## src/design/hcc_pkg.sv

```systemverilog
// Shared types and constants for the hue cycle color block.
package hcc_pkg;

    // Configuration register index width and write data width
    localparam int CFG_INDEX_W = 2;
    localparam int CFG_DATA_W  = 32;

    typedef logic [CFG_INDEX_W-1:0] cfg_index_t;

    localparam cfg_index_t REG_CYCLE_ENABLE = 2'd0;
    localparam cfg_index_t REG_BASE_COLOR   = 2'd1;
    localparam cfg_index_t REG_CYCLE_SPEED  = 2'd2;

    // 0.002 turns as unsigned Q0.32
    localparam logic [23:0] STEP_K = 24'd8589935;

    localparam logic [31:0] BASE_COLOR_RESET  = 32'hFFFF_FFFF;
    localparam logic [15:0] CYCLE_SPEED_RESET = 16'd256;

    // Sequencer states, one-hot
    typedef enum logic [5:0] {
        ST_IDLE  = 6'b000001,
        ST_MSTEP = 6'b000010,
        ST_MLO   = 6'b000100,
        ST_MHI   = 6'b001000,
        ST_ADV   = 6'b010000,
        ST_COLOR = 6'b100000
    } state_t;

endpackage

```

## src/design/hue_cycle_color.sv

```systemverilog
// Rainbow hue cycler: phase advance through one shared 24x24 multiplier, HSV to ARGB.
// With cycling on, each item passes the states MSTEP, MLO, MHI, ADV and COLOR; with it off, only COLOR.
// With cycling on, an item takes three passes through the shared multiplier, a phase add and a
// color stage; the color stage holds until the output register is free. One item is in work at a time.
// The next item is taken while a finished result still waits in the output register.
// Reset (rst_n, asynchronous, active low) clears the hue phase and loads register defaults.
module hue_cycle_color #(
    parameter int HUE_BITS = 24
) (
    input  logic                           clk,
    input  logic                           rst_n,
    input  logic                           cfg_we,
    input  hcc_pkg::cfg_index_t            cfg_index,
    input  logic [hcc_pkg::CFG_DATA_W-1:0] cfg_wdata,
    input  logic                           s_tvalid,
    output logic                           s_tready,
    input  logic [23:0]                    s_tdata,   // [23:0] elapsed_time
    output logic                           m_tvalid,
    input  logic                           m_tready,
    output logic [63:0]                    m_tdata    // [31:0] current_color, [55:32] current_hue
);
    import hcc_pkg::*;

    localparam int RAMP_W = HUE_BITS + 9;

    state_t                state_reg, state_next;
    logic                  cycle_enable_reg;
    logic [31:0]           base_color_reg;
    logic [15:0]           cycle_speed_reg;
    logic [23:0]           time_reg, time_next;
    logic [39:0]           step_reg, step_next;
    logic [63:0]           acc_reg, acc_next;
    logic [HUE_BITS-1:0]   phase_reg, phase_next;
    logic [31:0]           color_reg, color_next;
    logic [23:0]           hue_reg;
    logic                  m_tvalid_reg, m_tvalid_next;

    logic [23:0]           mul_a;
    logic [23:0]           mul_b;
    logic [47:0]           mul_p;
    logic [HUE_BITS-1:0]   adv;
    logic [HUE_BITS+2:0]   scaled;
    logic [2:0]            sector;
    logic [HUE_BITS-1:0]   frac;
    logic [HUE_BITS:0]     up_x;
    logic [HUE_BITS:0]     down_x;
    logic [RAMP_W-1:0]     up_prod;
    logic [RAMP_W-1:0]     down_prod;
    logic [7:0]            ramp_up;
    logic [7:0]            ramp_down;
    logic [7:0]            red;
    logic [7:0]            green;
    logic [7:0]            blue;
    logic [23:0]           hue_scaled;
    logic                  out_free;

    // Configuration registers
    always_ff @(posedge clk or negedge rst_n)
    begin
        if (!rst_n)
        begin
            cycle_enable_reg <= 1'b0;
            base_color_reg   <= BASE_COLOR_RESET;
            cycle_speed_reg  <= CYCLE_SPEED_RESET;
        end
        else if (cfg_we)
        begin
            case (cfg_index)
                REG_CYCLE_ENABLE: cycle_enable_reg <= cfg_wdata[0];
                REG_BASE_COLOR:   base_color_reg   <= cfg_wdata[31:0];
                REG_CYCLE_SPEED:  cycle_speed_reg  <= cfg_wdata[15:0];
                default:          ;
            endcase
        end
    end

    // Shared multiplier operand select
    always_comb
    begin
        case (state_reg)
            ST_MSTEP:
            begin
                mul_a = STEP_K;
                mul_b = {8'd0, cycle_speed_reg};
            end
            ST_MLO:
            begin
                mul_a = step_reg[23:0];
                mul_b = time_reg;
            end
            ST_MHI:
            begin
                mul_a = {8'd0, step_reg[39:24]};
                mul_b = time_reg;
            end
            default:
            begin
                mul_a = 24'd0;
                mul_b = 24'd0;
            end
        endcase
    end

    assign mul_p = mul_a * mul_b;

    // Zero elapsed time means one fixed frame step
    assign adv = (time_reg == 24'd0) ? step_reg[39 -: HUE_BITS] : acc_reg[55 -: HUE_BITS];

    // HSV to RGB with S = V = 1: sector and fractional ramp
    assign scaled    = ({3'd0, phase_reg} << 2) + ({3'd0, phase_reg} << 1);
    assign sector    = scaled[HUE_BITS+2:HUE_BITS];
    assign frac      = scaled[HUE_BITS-1:0];
    assign up_x      = {1'b0, frac};
    assign down_x    = {1'b1, {HUE_BITS{1'b0}}} - {1'b0, frac};
    // x * 255 as (x << 8) - x
    assign up_prod   = ({8'd0, up_x} << 8) - {8'd0, up_x};
    assign down_prod = ({8'd0, down_x} << 8) - {8'd0, down_x};
    assign ramp_up   = up_prod[HUE_BITS+7:HUE_BITS];
    assign ramp_down = down_prod[HUE_BITS+7:HUE_BITS];

    always_comb
    begin
        case (sector)
            3'd0:
            begin
                red = 8'hFF; green = ramp_up; blue = 8'h00;
            end
            3'd1:
            begin
                red = ramp_down; green = 8'hFF; blue = 8'h00;
            end
            3'd2:
            begin
                red = 8'h00; green = 8'hFF; blue = ramp_up;
            end
            3'd3:
            begin
                red = 8'h00; green = ramp_down; blue = 8'hFF;
            end
            3'd4:
            begin
                red = ramp_up; green = 8'h00; blue = 8'hFF;
            end
            default:
            begin
                red = 8'hFF; green = 8'h00; blue = ramp_down;
            end
        endcase
    end

    // Report the phase on 24 bits
    generate
        if (HUE_BITS >= 24)
        begin : g_hue_trunc
            assign hue_scaled = phase_reg[HUE_BITS-1 -: 24];
        end
        else
        begin : g_hue_fill
            assign hue_scaled = {phase_reg, {(24-HUE_BITS){1'b0}}};
        end
    endgenerate

    assign out_free = !m_tvalid_reg || m_tready;
    assign s_tready = (state_reg == ST_IDLE);

    // Sequencer
    always_comb
    begin
        state_next    = state_reg;
        time_next     = time_reg;
        step_next     = step_reg;
        acc_next      = acc_reg;
        phase_next    = phase_reg;
        color_next    = color_reg;
        m_tvalid_next = m_tvalid_reg && !m_tready;
        case (state_reg)
            ST_IDLE:
            begin
                if (s_tvalid)
                begin
                    time_next  = s_tdata;
                    state_next = cycle_enable_reg ? ST_MSTEP : ST_COLOR;
                end
            end
            ST_MSTEP:
            begin
                step_next  = mul_p[39:0];
                state_next = ST_MLO;
            end
            ST_MLO:
            begin
                acc_next   = {16'd0, mul_p};
                state_next = ST_MHI;
            end
            ST_MHI:
            begin
                acc_next   = acc_reg + {mul_p[39:0], 24'd0};
                state_next = ST_ADV;
            end
            ST_ADV:
            begin
                phase_next = phase_reg + adv;
                state_next = ST_COLOR;
            end
            ST_COLOR:
            begin
                // Hold until the output register is free
                if (out_free)
                begin
                    color_next    = cycle_enable_reg ?
                                    {base_color_reg[31:24], red, green, blue} : base_color_reg;
                    m_tvalid_next = 1'b1;
                    state_next    = ST_IDLE;
                end
            end
            default:
            begin
                state_next = ST_IDLE;
            end
        endcase
    end

    always_ff @(posedge clk or negedge rst_n)
    begin
        if (!rst_n)
        begin
            state_reg    <= ST_IDLE;
            phase_reg    <= '0;
            m_tvalid_reg <= 1'b0;
        end
        else
        begin
            state_reg    <= state_next;
            phase_reg    <= phase_next;
            m_tvalid_reg <= m_tvalid_next;
        end
    end

    always_ff @(posedge clk)
    begin
        time_reg  <= time_next;
        step_reg  <= step_next;
        acc_reg   <= acc_next;
        color_reg <= color_next;
        if (state_reg == ST_COLOR && out_free)
        begin
            hue_reg <= hue_scaled;
        end
    end

    assign m_tvalid = m_tvalid_reg;
    assign m_tdata  = {8'd0, hue_reg, color_reg};

endmodule

```

## config.mk

```make
export PLATFORM = sky130hd
export DESIGN_NAME = hue_cycle_color
export DESIGN_NICKNAME = d
export VERILOG_FILES = /design/src/design/hcc_pkg.sv /design/src/design/hue_cycle_color.sv
export SDC_FILE = /design/constraint.sdc
export NUM_CORES = 2
export LEC_CHECK = 0
export BUFFER_PORTS_ARGS = -buffer_cell sky130_fd_sc_hd__clkbuf_2
export CORE_ASPECT_RATIO = 1.4
export CORE_UTILIZATION = 59
export DETAILED_ROUTE_END_ITERATION = 10
export MAX_ROUTING_LAYER = met4
export PLACE_DENSITY = 0.89
export SYNTH_ARGS = -nofsm -noshare
export SYNTH_HDL_FRONTEND = slang
export SYNTH_SLANG_ARGS = --single-unit
```

## constraint.sdc

```tcl
create_clock -name clk -period 10.3 [get_ports clk]
set_clock_uncertainty 0.15 [all_clocks]
set_input_delay 0.515 -clock clk [delete_from_list [all_inputs] [get_ports clk]]
set_output_delay 0.515 -clock clk [all_outputs]
set_load 0.05 [all_outputs]
```

==> impl_metrics.json <==
{
  "ys_seq_elements": 232,
  "drive_gt1_frac": 0.131,
  "yosysTopAreaCell": "fa_1",
  "die_area_sq_um": 57700,
  "wire_per_inst_um": 24.7,
  "clockBufferDepth": 3,
  "drc_errors": 0,
  "period_share": 0.995,
  "met3_usage": 0.111,
  "finalHoldViolations": 0,
  "crit_path_end_kind": "flop",
  "cts_buffers": 26,
  "crit_type": "reg -> reg",
  "multi_input_area_sq_um": 24400,
  "cp_common_cell": "fa_1",
  "critPathMaxFanout": 13,
  "avgSynthCellArea_sq_um": 9.38,
  "leakagePower_nw": 17.3,
  "cp_slowest_cell": "fa_1",
  "grt_pass1_vias": 29900,
  "placement.io_buffers": 120,
  "grt_util_met2": 0.644,
  "grt_overflow": 0,
  "top_usage_layer": "met2",
  "synth_area_leaders": "fa_1 29%, edfxtp_1 14%, ha_1 11%, inv_1 6.4%, nand2_1 4.5%",
  "use_met1": 0.402,
  "grt_pass1_wl_mm": 169,
  "ys_async_sr_fraction": 0.345,
  "max_slew_margin": 0.182,
  "clk_pin_slew_ns": 0.07,
  "rows": 102,
  "syn-cell-area_sq_um": 33500,
  "yosysUniqueCellTypes": 98,
  "fmax_mhz": 97.6,
  "vdd_ir_drop_max_mv": 0.792,
  "vias": 28500,
  "synth_ff_type": "edfxtp_1",
  "vias_per_cell": 6.36,
  "die_y_um": 284,
  "required_ns": 10.47,
  "core_sq_um": 55600,
  "gp_congestion": 1.12,
  "start_util": 0.601,
  "htreeDepth": 1,
  "clockRootBuffer": "clkbuf_16",
  "slowest_delay_ns": 0.59,
  "yosysWarnings": 0,
  "cts_sinks": 232,
  "seqCellArea_sq_um": 6610,
  "cts_tree": "built",
  "clkLatencyLatePin_ns": 0.59,
  "place_hpwl_mm": 86.6,
  "synth_edf_count": 152,
  "power_w": 0.00647,
  "fin_nets": 4557,
  "antenna_found_initial": 6,
  "dr.pass1.iters": 9,
  "min_period_ns": 10.25,
  "p_per_area_nw_per_um2": 176,
  "largest_reg_flops": 40,
  "max_cap_violations": 0,
  "final_core_util": 0.660,
  "synthCells": 3565,
  "synth_top_area_frac": 0.290,
  "io_pins": 129,
  "rsz0062_at_grt": "yes",
  "tightest_slew_ns": 1.22,
  "ys_seq_area_frac": 0.198,
  "postRouteWirelength_mm": 111,
  "cp.arrival_ns": 10.42,
  "hold_class": "in -> reg",
  "status": "complete, no violations",
  "syn2layout_area_growth_pct": 9.74,
  "grt.total_usage": 0.401,
  "first_iter_violations": 3205,
  "finalMaxSlewViolations": 0,
  "die_w_um": 203,
  "worstSetupStartpointType": "flop",
  "grt_max_degree": 56,
  "nFillCells": 4198,
  "ant_nets": 0,
  "finalSetupViolCount": 0
}
## cells by family (layout without fill, tap and decap cells)
group	Yosys count	in the layout	share of synthesized area
fa+ha+maj	771	771	0.397
xor+xnor	132	132	0.0357
flops	232	232	0.198
buf+inv	717	886	0.0816
other cells	1	15	0.000112
mux	84	84	0.0280
compound gates	584	584	0.121
simple gates	1044	1046	0.139
## final cells by class
cell class | instances | share of cell area
Antenna cell | 7 | 0.000477
Inverter | 570 | 0.0584
Sequential cell | 232 | 0.180
Clock buffer | 34 | 0.0191
Timing Repair Buffer | 268 | 0.0508
Clock inverter | 14 | 0.00293
Multi-Input combinational cell | 2625 | 0.663
Tap cell | 728 | 0.0248
## path summary, 6_finish.rpt
check / to / cells past startpoint / from / slack [ns]
max: acc_reg[55] / 32 / state_reg[1] / 0.05
min: base_color_reg[27] / 2 / cfg_wdata[27] / 0.01
max reg2reg: acc_reg[55] / 32 / state_reg[1] / 0.05
min reg2reg: color_reg[24] / 0 / base_color_reg[24] / 0.37
max in group asynchronous: base_color_reg[7] / 3 / rst_n / 8.75
min in group asynchronous: state_reg[3] / 2 / rst_n / 0.32
## worst max-delay path, delay by kind of cell, from the launching register on
| family | cells | cell delay (ns) |
|---|---|---|
| XOR/XNOR | 2 | 0.43 |
| AND/OR/NAND/NOR | 13 | 2.95 |
| adder cells (fa/ha/maj) | 9 | 4.29 |
| AO/OA/AOI/OAI | 4 | 1.02 |
| flip-flops | 1 | 0.41 |
| buffers and inverters | 4 | 0.70 |
## through the flow
stage / cells / hold slack (ns) / setup TNS [ns] / setup slack (ns) / area [sq um]
global route: 4476 / 0.0277 / -1.23 / -0.257 / 36700
global placement: 4386 / 0.364 / 0 / 0.260 / 35300
finish: 4478 / 0.0141 / 0 / 0.0501 / 36700
CTS: 4459 / 0.0105 / 0 / 0.00607 / 36400
floorplan: 3572 / 0.0694 / 0 / 0.400 / 33500
detailed placement: 4386 / 0.367 / 0 / 0.0269 / 35300
## power by group
group / total, W / internal [W] / switching, W
Sequential: 0.00134 / 0.00118 / 0.000155
Combinational: 0.00422 / 0.00160 / 0.00262
Clock: 0.000918 / 0.000489 / 0.000429
Total: 0.00647 / 0.00327 / 0.00320
## cell usage in the layout, fill, tap and decap left out, drive strengths merged, types with 34 or more instances in the layout
| cell type | count |
|---|---|
| inv | 572 |
| xnor2 | 87 |
| buf | 123 |
| dfrtp | 46 |
| ha | 286 |
| edfxtp | 152 |
| fa | 485 |
| o21ai | 114 |
| and3 | 41 |
| nor2 | 376 |
| clkbuf | 154 |
| a21oi | 137 |
| dfstp | 34 |
| nand3 | 50 |
| a21o | 71 |
| xor2 | 45 |
| nand2 | 405 |
| mux2 | 77 |
## layer usage
layer / share of wire / routed length, um
met3: 0.11 / 11800
met2: 0.47 / 52500
met4: 0.11 / 12300
met5: 0 / 0
met1: 0.31 / 34200
## synthesized netlist by cell type, types with 46 or more instances
master and n:
a21o_1 71, a21oi_1 136, clkbuf_1 123, dfrtp_1 46, edfxtp_1 152, fa_1 485, ha_1 286, inv_1 566
mux2_2 77, nand2_1 405, nand3_1 49, nor2_1 375, o21ai_0 104, xnor2_1 85
## timing repair
| action | in CTS | in global routing |
|---|---|---|
| hold endpoints to repair | 56 | 0 |
| setup endpoints to repair | 1 | 14 |
| gates resized for setup | 1 | 47 |
| buffers inserted | 0 | 9 |
| pin swaps | 0 | 6 |
| hold buffers | 25 | 0 |
| cloned | 0 | 3 |
Power figures use the tool's default switching activity.
